### src/wstc_pkg.sv
// Shared types and constants of the wheel speed trip computer.
package wstc_pkg;

    localparam int TIME_WIDTH_DEF  = 48;
    localparam int COUNT_WIDTH_DEF = 32;

    localparam int CIRC_W   = 12;
    localparam int Q8_W     = 16;
    localparam int START_W  = 48;
    localparam int CFG_W    = 48;
    localparam int CFG_IDX_W = 3;
    localparam int LHS_W    = 38;
    localparam int A9_W     = 20;
    localparam int C3600_W  = 24;
    localparam int SPDNUM_W = 32;

    localparam logic [CFG_IDX_W-1:0] CFG_CIRC      = 3'd0;
    localparam logic [CFG_IDX_W-1:0] CFG_MAX_ACCEL = 3'd1;
    localparam logic [CFG_IDX_W-1:0] CFG_MAX_SPEED = 3'd2;
    localparam logic [CFG_IDX_W-1:0] CFG_MIN_SPEED = 3'd3;
    localparam logic [CFG_IDX_W-1:0] CFG_RIDE_START = 3'd4;

    localparam logic [CIRC_W-1:0] CIRC_RST      = 12'd2100;
    localparam logic [Q8_W-1:0]   MAX_ACCEL_RST = 16'd2560;
    localparam logic [Q8_W-1:0]   MAX_SPEED_RST = 16'd25600;
    localparam logic [Q8_W-1:0]   MIN_SPEED_RST = 16'd256;

    localparam int K_SPEED = 921600;
    localparam int K_HOUR  = 3600;
    localparam int K_ACCEL = 2500000;
    localparam int K_A9    = 9;

    localparam logic [7:0]  KMH_CAP    = 8'd100;
    localparam logic [7:0]  KMH_FORCED = 8'd99;
    localparam logic [Q8_W-1:0] AVG_MAX = 16'hFFFF;

    localparam logic KIND_DETECT = 1'b0;

    typedef enum logic [1:0] {
        DS_SPEED = 2'd0,
        DS_QUERY = 2'd1,
        DS_ACCEL = 2'd2,
        DS_AVG   = 2'd3
    } t_dsel;

    typedef struct packed {
        logic  load;
        logic  prep;
        logic  start;
        t_dsel sel;
        logic  qfix;
        logic  qdiv;
        logic  save_spd;
        logic  upd;
        logic  avg_zero;
        logic  avg_div;
        logic  out_load;
    } t_cmd;

    typedef struct packed {
        logic kind;
        logic count_zero;
        logic ref_late;
        logic q_after;
        logic el_pos;
        logic div_done;
        logic win_bad;
        logic acc_up;
        logic a9_zero;
        logic acc_bad;
        logic out_free;
    } t_status;

endpackage

### src/wstc_divider.sv
// Restoring divider, one quotient bit per cycle.
module wstc_divider #(
    parameter int DVD_W = 56,
    parameter int DVS_W = 48
) (
    input  logic             i_clk,
    input  logic             i_rst_n,
    input  logic             i_start,
    input  logic [DVD_W-1:0] i_dividend,
    input  logic [DVS_W-1:0] i_divisor,
    output logic             o_done,
    output logic [DVD_W-1:0] o_quot,
    output logic [DVS_W-1:0] o_rem
);
    localparam int CNT_W = $clog2(DVD_W + 1);

    logic [DVD_W-1:0] r_quot;
    logic [DVS_W-1:0] r_rem;
    logic [DVS_W-1:0] r_dvs;
    logic [CNT_W-1:0] r_cnt;
    logic             r_busy;
    logic             r_done;

    logic [DVS_W:0]   rem_sh;
    logic [DVS_W:0]   diff;
    logic             ge;

    always_comb begin
        rem_sh = {r_rem, r_quot[DVD_W-1]};
        ge     = rem_sh >= {1'b0, r_dvs};
        diff   = rem_sh - {1'b0, r_dvs};
    end

    always_ff @(posedge i_clk) begin
        if (!i_rst_n) begin
            r_busy <= 1'b0;
            r_done <= 1'b0;
            r_cnt  <= '0;
        end else if (i_start) begin
            r_busy <= 1'b1;
            r_done <= 1'b0;
            r_cnt  <= CNT_W'(DVD_W);
        end else if (r_busy) begin
            r_cnt <= r_cnt - CNT_W'(1);
            if (r_cnt == CNT_W'(1)) begin
                r_busy <= 1'b0;
                r_done <= 1'b1;
            end
        end
    end

    always_ff @(posedge i_clk) begin
        if (i_start) begin
            r_quot <= i_dividend;
            r_rem  <= '0;
            r_dvs  <= i_divisor;
        end else if (r_busy) begin
            r_quot <= {r_quot[DVD_W-2:0], ge};
            r_rem  <= ge ? diff[DVS_W-1:0] : rem_sh[DVS_W-1:0];
        end
    end

    assign o_done = r_done;
    assign o_quot = r_quot;
    assign o_rem  = r_rem;
endmodule

### src/wstc_datapath.sv
// Registers, arithmetic and output stage of the trip computer.
module wstc_datapath #(
    parameter int TIME_WIDTH  = wstc_pkg::TIME_WIDTH_DEF,
    parameter int COUNT_WIDTH = wstc_pkg::COUNT_WIDTH_DEF
) (
    input  logic                           i_clk,
    input  logic                           i_rst_n,
    input  logic                           i_cfg_wr_en,
    input  logic [wstc_pkg::CFG_IDX_W-1:0] i_cfg_index,
    input  logic [wstc_pkg::CFG_W-1:0]     i_cfg_wdata,
    input  logic                           i_kind,
    input  logic [47:0]                    i_now,
    input  wstc_pkg::t_cmd                 i_cmd,
    output wstc_pkg::t_status              o_st,
    input  logic                           i_m_tready,
    output logic                           o_m_tvalid,
    output logic [175:0]                   o_m_tdata,
    output logic                           o_m_tuser
);
    localparam int DVD_W  = (COUNT_WIDTH + wstc_pkg::C3600_W > wstc_pkg::LHS_W) ?
                            COUNT_WIDTH + wstc_pkg::C3600_W : wstc_pkg::LHS_W;
    localparam int WIDE_W = (TIME_WIDTH > DVD_W) ? TIME_WIDTH : DVD_W;

    // configuration
    logic [wstc_pkg::CIRC_W-1:0]  r_circ;
    logic [wstc_pkg::Q8_W-1:0]    r_max_accel;
    logic [wstc_pkg::Q8_W-1:0]    r_max_speed;
    logic [wstc_pkg::Q8_W-1:0]    r_min_speed;
    logic [wstc_pkg::START_W-1:0] r_ride_start;

    // held state
    logic [wstc_pkg::Q8_W-1:0] r_held;
    logic [wstc_pkg::Q8_W-1:0] r_prior;
    logic [COUNT_WIDTH-1:0]    r_count;
    logic [TIME_WIDTH-1:0]     r_last;
    logic [TIME_WIDTH-1:0]     r_before;
    logic [wstc_pkg::Q8_W-1:0] r_held_avg;

    // per-item work
    logic                          r_kind;
    logic [TIME_WIDTH-1:0]         r_now;
    logic [TIME_WIDTH-1:0]         r_dt;
    logic [TIME_WIDTH-1:0]         r_el;
    logic                          r_el_pos;
    logic [wstc_pkg::C3600_W-1:0]  r_c3600;
    logic [wstc_pkg::Q8_W-1:0]     r_spd;
    logic [wstc_pkg::Q8_W-1:0]     r_res_speed;
    logic [wstc_pkg::Q8_W-1:0]     r_res_avg;
    logic                          r_ok;

    logic         r_valid;
    logic [175:0] r_tdata;
    logic         r_tuser;

    logic [TIME_WIDTH-1:0]        start_t;
    logic [TIME_WIDTH-1:0]        ref_t;
    logic [TIME_WIDTH-1:0]        dt_c;
    logic [wstc_pkg::C3600_W-1:0] c3600_c;
    logic [wstc_pkg::LHS_W-1:0]   lhs;
    logic [wstc_pkg::A9_W-1:0]    a9;
    logic [DVD_W-1:0]             dvd;
    logic [TIME_WIDTH-1:0]        dvs;
    logic [DVD_W-1:0]             quot;
    logic [TIME_WIDTH-1:0]        rem;
    logic                         div_done;
    logic                         out_free;

    always_ff @(posedge i_clk) begin
        if (!i_rst_n) begin
            r_circ       <= wstc_pkg::CIRC_RST;
            r_max_accel  <= wstc_pkg::MAX_ACCEL_RST;
            r_max_speed  <= wstc_pkg::MAX_SPEED_RST;
            r_min_speed  <= wstc_pkg::MIN_SPEED_RST;
            r_ride_start <= '0;
        end else if (i_cfg_wr_en) begin
            case (i_cfg_index)
                wstc_pkg::CFG_CIRC:       r_circ <= i_cfg_wdata[wstc_pkg::CIRC_W-1:0];
                wstc_pkg::CFG_MAX_ACCEL:  r_max_accel <= i_cfg_wdata[wstc_pkg::Q8_W-1:0];
                wstc_pkg::CFG_MAX_SPEED:  r_max_speed <= i_cfg_wdata[wstc_pkg::Q8_W-1:0];
                wstc_pkg::CFG_MIN_SPEED:  r_min_speed <= i_cfg_wdata[wstc_pkg::Q8_W-1:0];
                wstc_pkg::CFG_RIDE_START: r_ride_start <= i_cfg_wdata;
                default: ;
            endcase
        end
    end

    always_comb begin
        start_t = TIME_WIDTH'(r_ride_start);
        ref_t   = (r_kind == wstc_pkg::KIND_DETECT && r_count == '0) ? start_t : r_last;
        dt_c    = r_now - ref_t;
        c3600_c = wstc_pkg::C3600_W'(r_circ) * wstc_pkg::C3600_W'(wstc_pkg::K_HOUR);
        lhs     = wstc_pkg::LHS_W'(quot[wstc_pkg::Q8_W-1:0] - r_held)
                  * wstc_pkg::LHS_W'(wstc_pkg::K_ACCEL);
        a9      = wstc_pkg::A9_W'(r_max_accel) * wstc_pkg::A9_W'(wstc_pkg::K_A9);
        case (i_cmd.sel)
            wstc_pkg::DS_SPEED: begin
                dvd = DVD_W'(wstc_pkg::SPDNUM_W'(r_circ)
                      * wstc_pkg::SPDNUM_W'(wstc_pkg::K_SPEED));
                dvs = dt_c;
            end
            wstc_pkg::DS_QUERY: begin
                dvd = DVD_W'(c3600_c);
                dvs = dt_c;
            end
            wstc_pkg::DS_ACCEL: begin
                dvd = DVD_W'(lhs - wstc_pkg::LHS_W'(1));
                dvs = TIME_WIDTH'(a9);
            end
            wstc_pkg::DS_AVG: begin
                dvd = DVD_W'(r_count) * DVD_W'(r_c3600);
                dvs = r_el;
            end
            default: begin
                dvd = '0;
                dvs = '0;
            end
        endcase
    end

    wstc_divider #(
        .DVD_W (DVD_W),
        .DVS_W (TIME_WIDTH)
    ) u_div (
        .i_clk      (i_clk),
        .i_rst_n    (i_rst_n),
        .i_start    (i_cmd.start),
        .i_dividend (dvd),
        .i_divisor  (dvs),
        .o_done     (div_done),
        .o_quot     (quot),
        .o_rem      (rem)
    );

    assign out_free = !r_valid || i_m_tready;

    always_comb begin
        o_st.kind       = r_kind;
        o_st.count_zero = (r_count == '0);
        o_st.ref_late   = (r_now <= ref_t);
        o_st.q_after    = (r_now > r_last);
        o_st.el_pos     = r_el_pos;
        o_st.div_done   = div_done;
        o_st.win_bad    = (quot < DVD_W'(r_min_speed)) || (quot > DVD_W'(r_max_speed))
                          || (quot == DVD_W'(r_max_speed) && rem != '0);
        o_st.acc_up     = (quot > DVD_W'(r_held));
        o_st.a9_zero    = (r_max_accel == '0);
        o_st.acc_bad    = (WIDE_W'(r_dt) <= WIDE_W'(quot));
        o_st.out_free   = out_free;
    end

    always_ff @(posedge i_clk) begin
        if (!i_rst_n) begin
            r_held     <= '0;
            r_prior    <= '0;
            r_count    <= '0;
            r_last     <= '0;
            r_before   <= '0;
            r_held_avg <= '0;
        end else begin
            if (i_cmd.upd) begin
                r_prior  <= r_held;
                r_held   <= r_spd;
                if (!(&r_count)) begin
                    r_count <= r_count + COUNT_WIDTH'(1);
                end
                r_before <= r_last;
                r_last   <= r_now;
            end
            if (i_cmd.avg_zero && r_kind == wstc_pkg::KIND_DETECT) begin
                r_held_avg <= '0;
            end
            if (i_cmd.avg_div && r_kind == wstc_pkg::KIND_DETECT) begin
                r_held_avg <= (quot > DVD_W'(wstc_pkg::AVG_MAX)) ?
                              wstc_pkg::AVG_MAX : quot[wstc_pkg::Q8_W-1:0];
            end
        end
    end

    always_ff @(posedge i_clk) begin
        if (i_cmd.load) begin
            r_kind <= i_kind;
            r_now  <= TIME_WIDTH'(i_now);
        end
        if (i_cmd.prep) begin
            r_dt        <= dt_c;
            r_el        <= r_now - start_t;
            r_el_pos    <= r_now > start_t;
            r_c3600     <= c3600_c;
            r_res_avg   <= r_held_avg;
            r_ok        <= 1'b0;
        end
        if (i_cmd.save_spd) begin
            r_spd <= quot[wstc_pkg::Q8_W-1:0];
        end
        if (i_cmd.upd) begin
            r_ok <= 1'b1;
        end
        // a query at or before the last spin resolves without a division
        if (i_cmd.qfix) begin
            r_res_speed <= {(r_now == r_last) ? wstc_pkg::KMH_FORCED : 8'd0, 8'd0};
        end else if (i_cmd.prep) begin
            r_res_speed <= r_held;
        end else if (i_cmd.upd) begin
            r_res_speed <= r_spd;
        end else if (i_cmd.qdiv) begin
            r_res_speed <= {(quot > DVD_W'(wstc_pkg::KMH_CAP)) ?
                            wstc_pkg::KMH_FORCED : quot[7:0], 8'd0};
        end
        if (i_cmd.avg_zero) begin
            r_res_avg <= '0;
        end
        if (i_cmd.avg_div) begin
            r_res_avg <= (quot > DVD_W'(wstc_pkg::AVG_MAX)) ?
                         wstc_pkg::AVG_MAX : quot[wstc_pkg::Q8_W-1:0];
        end
    end

    always_ff @(posedge i_clk) begin
        if (!i_rst_n) begin
            r_valid <= 1'b0;
        end else if (i_cmd.out_load) begin
            r_valid <= 1'b1;
        end else if (i_m_tready) begin
            r_valid <= 1'b0;
        end
    end

    always_ff @(posedge i_clk) begin
        if (i_cmd.out_load) begin
            r_tdata <= {48'(r_before), 48'(r_last), 32'(r_count),
                        r_res_avg, r_prior, r_res_speed};
            r_tuser <= r_ok;
        end
    end

    assign o_m_tvalid = r_valid;
    assign o_m_tdata  = r_tdata;
    assign o_m_tuser  = r_tuser;
endmodule

### src/wstc_ctrl.sv
// Sequencer that steps one item through the divider passes.
module wstc_ctrl (
    input  logic              i_clk,
    input  logic              i_rst_n,
    input  logic              i_s_tvalid,
    output logic              o_s_tready,
    input  wstc_pkg::t_status i_st,
    output wstc_pkg::t_cmd    o_cmd
);
    typedef enum logic [10:0] {
        S_IDLE = 11'b000_0000_0001,
        S_PREP = 11'b000_0000_0010,
        S_WSPD = 11'b000_0000_0100,
        S_CHK  = 11'b000_0000_1000,
        S_WACC = 11'b000_0001_0000,
        S_ACHK = 11'b000_0010_0000,
        S_UPD  = 11'b000_0100_0000,
        S_WQ   = 11'b000_1000_0000,
        S_AVG  = 11'b001_0000_0000,
        S_WAVG = 11'b010_0000_0000,
        S_DONE = 11'b100_0000_0000
    } t_state;

    t_state r_state;
    t_state n_state;

    always_comb begin
        n_state        = r_state;
        o_cmd          = '0;
        o_cmd.sel      = wstc_pkg::DS_SPEED;
        case (r_state)
            S_IDLE: begin
                if (i_s_tvalid) begin
                    o_cmd.load = 1'b1;
                    n_state    = S_PREP;
                end
            end
            S_PREP: begin
                o_cmd.prep = 1'b1;
                if (i_st.kind == wstc_pkg::KIND_DETECT) begin
                    if (i_st.ref_late) begin
                        n_state = S_DONE;
                    end else begin
                        o_cmd.start = 1'b1;
                        o_cmd.sel   = wstc_pkg::DS_SPEED;
                        n_state     = S_WSPD;
                    end
                end else if (i_st.count_zero) begin
                    n_state = S_DONE;
                end else if (i_st.q_after) begin
                    o_cmd.start = 1'b1;
                    o_cmd.sel   = wstc_pkg::DS_QUERY;
                    n_state     = S_WQ;
                end else begin
                    o_cmd.qfix = 1'b1;
                    n_state    = S_AVG;
                end
            end
            S_WSPD: begin
                if (i_st.div_done) begin
                    n_state = S_CHK;
                end
            end
            S_CHK: begin
                o_cmd.save_spd = 1'b1;
                if (i_st.win_bad) begin
                    n_state = S_DONE;
                end else if (i_st.acc_up) begin
                    if (i_st.a9_zero) begin
                        n_state = S_DONE;
                    end else begin
                        o_cmd.start = 1'b1;
                        o_cmd.sel   = wstc_pkg::DS_ACCEL;
                        n_state     = S_WACC;
                    end
                end else begin
                    n_state = S_UPD;
                end
            end
            S_WACC: begin
                if (i_st.div_done) begin
                    n_state = S_ACHK;
                end
            end
            S_ACHK: begin
                n_state = i_st.acc_bad ? S_DONE : S_UPD;
            end
            S_UPD: begin
                o_cmd.upd = 1'b1;
                n_state   = S_AVG;
            end
            S_WQ: begin
                if (i_st.div_done) begin
                    o_cmd.qdiv = 1'b1;
                    n_state    = S_AVG;
                end
            end
            S_AVG: begin
                if (i_st.el_pos) begin
                    o_cmd.start = 1'b1;
                    o_cmd.sel   = wstc_pkg::DS_AVG;
                    n_state     = S_WAVG;
                end else begin
                    o_cmd.avg_zero = 1'b1;
                    n_state        = S_DONE;
                end
            end
            S_WAVG: begin
                if (i_st.div_done) begin
                    o_cmd.avg_div = 1'b1;
                    n_state       = S_DONE;
                end
            end
            S_DONE: begin
                // hold until the output register can take the item
                if (i_st.out_free) begin
                    o_cmd.out_load = 1'b1;
                    n_state        = S_IDLE;
                end
            end
            default: begin
                n_state = S_IDLE;
            end
        endcase
    end

    always_ff @(posedge i_clk) begin
        if (!i_rst_n) begin
            r_state <= S_IDLE;
        end else begin
            r_state <= n_state;
        end
    end

    assign o_s_tready = (r_state == S_IDLE);
endmodule

### src/wheel_speed_trip_computer_unit.sv
// Top level of the wheel speed trip computer.
// One item at a time: each item goes through a single shared restoring divider
// that yields one quotient bit per cycle; the dividend is D bits wide,
// with D = max(COUNT_WIDTH+24, 38) (56 by default). A detection uses up to three
// passes (speed, acceleration test, trip average); a query uses up to two.
// Detections not later than their reference time and queries before the first
// detection finish without a division pass. A finished item waits in the output
// register, and the next item is taken meanwhile.
module wheel_speed_trip_computer_unit #(
    parameter int TIME_WIDTH  = wstc_pkg::TIME_WIDTH_DEF,
    parameter int COUNT_WIDTH = wstc_pkg::COUNT_WIDTH_DEF
) (
    input  logic                           i_clk,
    input  logic                           i_rst_n,
    input  logic                           i_cfg_wr_en,
    input  logic [wstc_pkg::CFG_IDX_W-1:0] i_cfg_index,
    input  logic [wstc_pkg::CFG_W-1:0]     i_cfg_wdata,
    input  logic                           i_s_tvalid,
    output logic                           o_s_tready,
    input  logic [47:0]                    i_s_tdata,  // now_us[47:0]
    input  logic                           i_s_tuser,  // kind
    output logic                           o_m_tvalid,
    input  logic                           i_m_tready,
    // speed_kmh_q8[15:0], previous_speed_kmh_q8[31:16], avg_speed_kmh[47:32],
    // detection_count[79:48], latest_detection_us[127:80],
    // previous_detection_us[175:128]
    output logic [175:0]                   o_m_tdata,
    output logic                           o_m_tuser   // reading_accepted
);
    wstc_pkg::t_cmd    cmd;
    wstc_pkg::t_status st;

    wstc_ctrl u_ctrl (
        .i_clk      (i_clk),
        .i_rst_n    (i_rst_n),
        .i_s_tvalid (i_s_tvalid),
        .o_s_tready (o_s_tready),
        .i_st       (st),
        .o_cmd      (cmd)
    );

    wstc_datapath #(
        .TIME_WIDTH  (TIME_WIDTH),
        .COUNT_WIDTH (COUNT_WIDTH)
    ) u_dp (
        .i_clk       (i_clk),
        .i_rst_n     (i_rst_n),
        .i_cfg_wr_en (i_cfg_wr_en),
        .i_cfg_index (i_cfg_index),
        .i_cfg_wdata (i_cfg_wdata),
        .i_kind      (i_s_tuser),
        .i_now       (i_s_tdata),
        .i_cmd       (cmd),
        .o_st        (st),
        .i_m_tready  (i_m_tready),
        .o_m_tvalid  (o_m_tvalid),
        .o_m_tdata   (o_m_tdata),
        .o_m_tuser   (o_m_tuser)
    );
endmodule

### config.mk
export PLATFORM = sky130hd
export DESIGN_NAME = wheel_speed_trip_computer_unit
export DESIGN_NICKNAME = d
export VERILOG_FILES = /design/src/wstc_pkg.sv /design/src/wstc_divider.sv /design/src/wstc_datapath.sv /design/src/wstc_ctrl.sv /design/src/wheel_speed_trip_computer_unit.sv
export SDC_FILE = /design/constraint.sdc
export NUM_CORES = 2
export LEC_CHECK = 0
export BUFFER_PORTS_ARGS = -buffer_cell sky130_fd_sc_hd__buf_4
export CAP_MARGIN = 20
export CORE_MARGIN = 3
export CORE_UTILIZATION = 57
export CTS_CLUSTER_SIZE = 40
export DETAILED_ROUTE_END_ITERATION = 12
export GPL_TIMING_DRIVEN = 0
export PLACE_DENSITY = 0.85
export SKIP_CTS_REPAIR_TIMING = 1
export SLEW_MARGIN = 15
export SYNTH_ARGS = -nofsm -noshare
export SYNTH_HDL_FRONTEND = slang
export SYNTH_SLANG_ARGS = --single-unit
### constraint.sdc
create_clock -name i_clk -period 17.5 [get_ports i_clk]
set_clock_uncertainty 0.2 [all_clocks]
set_input_delay 5.25 -clock i_clk [delete_from_list [all_inputs] [get_ports i_clk]]
set_output_delay 5.25 -clock i_clk [all_outputs]
set_load 0.03 [all_outputs]
# == Yosys cells after proc, flatten, opt, wreduce, memory -nomap -nowiden ==
# Cells that the tools add are included.
# totals
register_bits,848
output_inout_bits,179
# classes
n_bitwise,3
mux,65
n_mul,5
n_reduce_logical,30
addsub,7
n_eq_ne,27
order_cmp,10
# op_table
op,count
$pmux W56 S4,1
$mux W16,10
$mux W11,14
$pmux W48 S3,1
$sub A48 B48 Y48,3
$pmux W11 S11,1
$gt A56 B16 Y1,2
$mux W56,2
$gt A48 B48 Y1,2
$mux W48,2
$eq A56 B16 Y1,1
$gt A56 B16 Y1 const B,1
$gt A56 B7 Y1 const B,1
$le A48 B56 Y1,1
$lt A56 B16 Y1,1
$mul A32 B20 Y52,1
$ge A49 B48 Y1,1
$eq A48 B48 Y1,1
$le A48 B48 Y1,1
$reduce_bool A48 Y1,1
$mul A12 B8 Y20 const B,2
$sub A38 B1 Y39 const B,1
$mul A38 B17 Y33 const B,1
$add A32 B1 Y32 const B,1
45 further kinds,94

# == Longest topological paths before layout ==
# logic_depth
depth_word,10
ltp_mapped,33

# == By module ==
# A second synthesis with hierarchy kept.
# unflattened
hier_cells,7675
area_unflattened_um2,74106.1
# by_module_without_submodules
mod,instances,cells_each,area_per_inst_um2
wstc_datapath,1,6664,63838.7
wstc_divider,1,896,9350.2
wstc_ctrl,1,115,917.1

# == Least setup slack after synthesis ==
# OpenSTA, ideal clock, no wires.
# synth_path
kind,input port to flip-flop
start,input i_m_tready
end,"register u_dp.r_tdata[0], in the netlist u_dp.o_m_tdata[0] (enable)"
path_buffers,0
setup_slack_ps,3407
path_stages,2
t_arrival_ps,13158
setup_ps,735
path_cell_list,nand2b_1 nor2b_1
# synth_lines
element,line,rtl
from (decl),wheel_speed_trip_computer_unit.sv:23,"input logic i_m_tready,"
to (signal assigned),wstc_datapath.sv:230,"r_tdata <= {48'(r_before), 48'(r_last), 32'(r_count),"
to (decl),wstc_datapath.sv:52,logic [175:0] r_tdata;

# == Final worst setup path ==
# layout_path
start,"register u_dp.u_div.r_quot[0], in the netlist u_dp.u_div.o_quot[0]"
end,"register u_dp.u_div.r_quot[35], in the netlist u_dp.u_div.o_quot[35], data pin"
# layout_via
elab_chain_cells,8
word_cells_on_any_way,19
# layout_rtl
element,line,rtl
from (decl),wstc_divider.sv:17,logic [DVD_W-1:0] r_quot;
from (signal assigned),wstc_divider.sv:54,r_quot <= i_dividend;
from (signal assigned),wstc_divider.sv:58,"r_quot <= {r_quot[DVD_W-2:0], ge};"
branches (longest 7 deep; another with $sub A38 B1 Y39),-,
$mux W56 (*),wstc_divider.sv:53,if (i_start) begin
# Mark *: on every way between the ends.
# A chain may end at the register's enable or synchronous reset.

==> flow_metrics.env <==
export IMPL_endpoint_kind="flop"
export IMPL_critical_path_class="flop to flop"
export IMPL_n_fill_cell=9930
export IMPL_hold_path_class="flop to flop"
export IMPL_post_drt_wl_per_cell_um=23.0
export IMPL_reg2reg_to="u_dp.u_div.o_quot[35]"
export IMPL_combPwrFrac_pct=34.3
export IMPL_numCtsBuffers=90
export IMPL_drtPass1Iterations=8
export IMPL_leakage_nw=35.6
export IMPL_ys_warn_count=0
export IMPL_drive_gt1_share_pct=6.21
export IMPL_synth_nets=9195
export IMPL_hp_start="u_dp.r_before[6]"
export IMPL_dp_hpwl_um=183000
export IMPL_largest_reg_flops=176
export IMPL_status="completed"
export IMPL_cts_path_max_buffers=3
export IMPL_clock_fmax_mhz=92.6
export IMPL_initial_utilization_pct=57.7
export IMPL_rsz0062_at_grt="false"
export IMPL_first_global_vias=60700
export IMPL_cp_slowest_cell="xor2_1"
export IMPL_drt_total_wl_um=227000
export IMPL_maxSlewViolCount=0
export IMPL_critPathMaxStageDelay_ns=0.83
export IMPL_cts_sinks=848
export IMPL_p_int_w=0.00418
export IMPL_switchingPower_w=0.00239
export IMPL_arrival_ns=11.00
export IMPL_cts_tree="done"
export IMPL_ant_nets=0
export IMPL_core_mm2=0.126
export IMPL_grt_first_pass_wirelength_um=349000
export IMPL_die_h_um=363
export IMPL_ys_ff_latch=848
export IMPL_antenna_found_initial=14
export IMPL_clockRootBuffer="clkbuf_16"
export IMPL_total_power_w=0.00657
export IMPL_cp_required_ns=17.71
export IMPL_cp_max_fo=8
export IMPL_rrSetupSlack_ns=6.71
export IMPL_drv_cap=0
export IMPL_pin_count=284
export IMPL_final_nets=9584
export IMPL_p_sw_share_pct=36.3
export IMPL_ys_types=92
export IMPL_hold_end="u_dp.o_m_tdata[134]"
export IMPL_seqPwrFrac_pct=35.2
export IMPL_synth_edf_count=487
export IMPL_r2r_start="u_dp.u_div.o_quot[0]"
export IMPL_syn_cell_area_mm2=0.0728
export IMPL_final_setup_tns_ns=0
export IMPL_drc_errors=0
export IMPL_dieWidth_um=363
export IMPL_p_clk_share_pct=30.5
export IMPL_yosysTopAreaCellShare_pct=20.1
export IMPL_synth_area_leaders="edfxtp_1, fa_1, ha_1"
export IMPL_hold_depth=0
export IMPL_syn_area_per_cell_um2=9.37
export IMPL_place_congestion=1.04
export IMPL_area_growth_pct=10.5
export IMPL_setup_viol=0
export IMPL_row_count=130
export IMPL_groute_usage_overall_pct=34.4
export IMPL_yosys_most_used_dff="edfxtp_1"
export IMPL_worstRegToRegCells=30
export IMPL_synth_largest_area_cell="edfxtp_1"
export IMPL_routed_via_density=6.06
export IMPL_dr_first_iter_drc_count=5926
export IMPL_dr_total_vias=60000
export IMPL_netlist_instances=7766
export IMPL_multi_input_area_mm2=0.0455
export IMPL_finalHoldViolations=0
export IMPL_powerDensity_mw_per_mm2=81.7
export IMPL_htree_num_levels=3
export IMPL_clkTransAtPathRegs_ns=0.06
export IMPL_portBuffers=282
export IMPL_tightest_slew_ns=1.22
export IMPL_min_period_ns=10.79
export IMPL_ys_seq_area_share_pct=30.0
export IMPL_async_flop_share_pct=0
export IMPL_peakVddDrop_mv=0.106
export IMPL_finalCritPeriodShare_pct=61.7
export IMPL_grt_ovfl_total=0
export IMPL_dieArea_mm2=0.132
export IMPL_final_seq_area_mm2=0.0219
export IMPL_cp_start_kind="flop"
export IMPL_grt_max_degree=57
export IMPL_max_slew_margin_rel_pct=18.1
export IMPL_insertion_delay_ns=0.74
## cell usage after synthesis (235+ instances only)
cell         n
fa_1       653
o21ai_0    235
edfxtp_1   487
nand2_1   1224
dfxtp_1    361
nor2_1     290
a21oi_1    292
and2_1     255
inv_1     1100
a21boi_0   265
ha_1       671
clkbuf_1   326
## power groups by stage
stage / combinational [W] / clock [W] / sequential, W
4_1_cts: 0.00220 / 0.00202 / 0.00230
5_1_grt: 0.00246 / 0.00209 / 0.00232
3_5_place_dp: 0.00219 / 0 / 0.00235
6_report: 0.00225 / 0.00201 / 0.00231
2_1_floorplan: 0.00161 / 0 / 0.00230
3_3_place_gp: 0.00213 / 0 / 0.00234
## metrics by stage
stage | std cells | utilization [%] | worst slack (ns) | hold WS [ns] | cell area [µm²]
2_1_floorplan | 7766 | - | 3.41 | 0.200 | 72800
3_3_place_gp | 9698 | 61.0 | -0.983 | 0.208 | 77000
3_5_place_dp | 9712 | 61.2 | 6.95 | 0.206 | 77200
4_1_cts | 9881 | 63.7 | 6.87 | 0.183 | 80400
5_1_grt | 9888 | 63.7 | 6.37 | 0.191 | 80400
6_report | 9902 | 63.7 | 6.71 | 0.188 | 80400
## worst max-delay path by stage
stage | start | endpoint | slack [ns]
floorplan | i_m_tready | u_dp.o_m_tdata[0] | 3.41
global placement | i_m_tready | u_dp.o_m_tdata[107] | -0.98
detailed placement | u_dp.u_div.o_quot[0] | u_dp.u_div.o_quot[37] | 6.95
CTS | u_dp.u_div.o_quot[0] | u_dp.u_div.o_quot[35] | 6.87
global route | u_dp.u_div.o_quot[0] | u_dp.u_div.o_quot[35] | 6.37
finish | u_dp.u_div.o_quot[0] | u_dp.u_div.o_quot[35] | 6.71
## final cells by class
type | instances | area share (%)
antenna | 20 | 0.0622
buffer | 348 | 1.67
clock buffer | 111 | 2.95
clock inverter | 58 | 0.929
inverter | 1102 | 5.14
multi-input combinational | 5468 | 56.6
sequential | 848 | 27.2
tap | 1650 | 2.57
timing repair buffer | 297 | 2.95
## metal layers
metal / part of all wire [%] / global-route usage (%)
met5: 0 / 0
met4: 7.0 / 20.8
met3: 11 / 8.31
met2: 45 / 55.2
met1: 37 / 42.2
## logic make-up after synthesis
| kind of cell | Yosys count | share of synthesized area (%) |
|---|---|---|
| simple gates | 2301 | 14.6 |
| compound gates | 1456 | 13.5 |
| buf+inv | 1450 | 7.52 |
| fa+ha+maj | 1324 | 29.5 |
| flops | 848 | 30.0 |
| xor+xnor | 301 | 3.64 |
| mux | 86 | 1.19 |
## worst max-delay path, delay by kind of cell, from the launching register on
kind | cells | cell delay, ns
fa+ha+maj | 9 | 3.89
compound gates | 7 | 1.96
simple gates | 6 | 1.77
xor+xnor | 3 | 1.41
flops | 1 | 0.73
buf+inv | 5 | 0.52
## cell usage in the layout, fill, tap and decap left out, types with 14 or more instances in the layout
| cell type | synthesis | routed |
|---|---|---|
| a211o_1 | 14 | 14 |
| a211oi_1 | 68 | 68 |
| a21boi_0 | 265 | 265 |
| a21o_1 | 161 | 161 |
| a21oi_1 | 292 | 292 |
| a221oi_1 | 26 | 26 |
| a22o_1 | 26 | 26 |
| a22oi_1 | 34 | 34 |
| a31oi_1 | 48 | 48 |
| and2_1 | 255 | 254 |
| and3_1 | 49 | 49 |
| and4_1 | 19 | 19 |
| buf_4 | 2 | 287 |
| clkbuf_1 | 326 | 341 |
| clkbuf_16 | 0 | 90 |
| dfxtp_1 | 361 | 361 |
| diode_2 | 0 | 20 |
| edfxtp_1 | 487 | 487 |
| fa_1 | 653 | 653 |
| ha_1 | 671 | 671 |
| inv_1 | 1100 | 1100 |
| mux2i_1 | 80 | 80 |
| nand2_1 | 1224 | 1224 |
| nand2b_1 | 43 | 43 |
| nand3_1 | 104 | 104 |
| nand4_1 | 69 | 69 |
| nor2_1 | 290 | 290 |
| nor2b_1 | 53 | 52 |
| nor3_1 | 54 | 52 |
| nor4_1 | 53 | 53 |
| o211ai_1 | 41 | 41 |
| o21a_1 | 55 | 55 |
| o21ai_0 | 235 | 235 |
| o21bai_1 | 35 | 35 |
| o31ai_1 | 19 | 19 |
| or3_1 | 20 | 20 |
| xnor2_1 | 171 | 171 |
| xor2_1 | 129 | 129 |
Power figures use the tool's default switching activity.
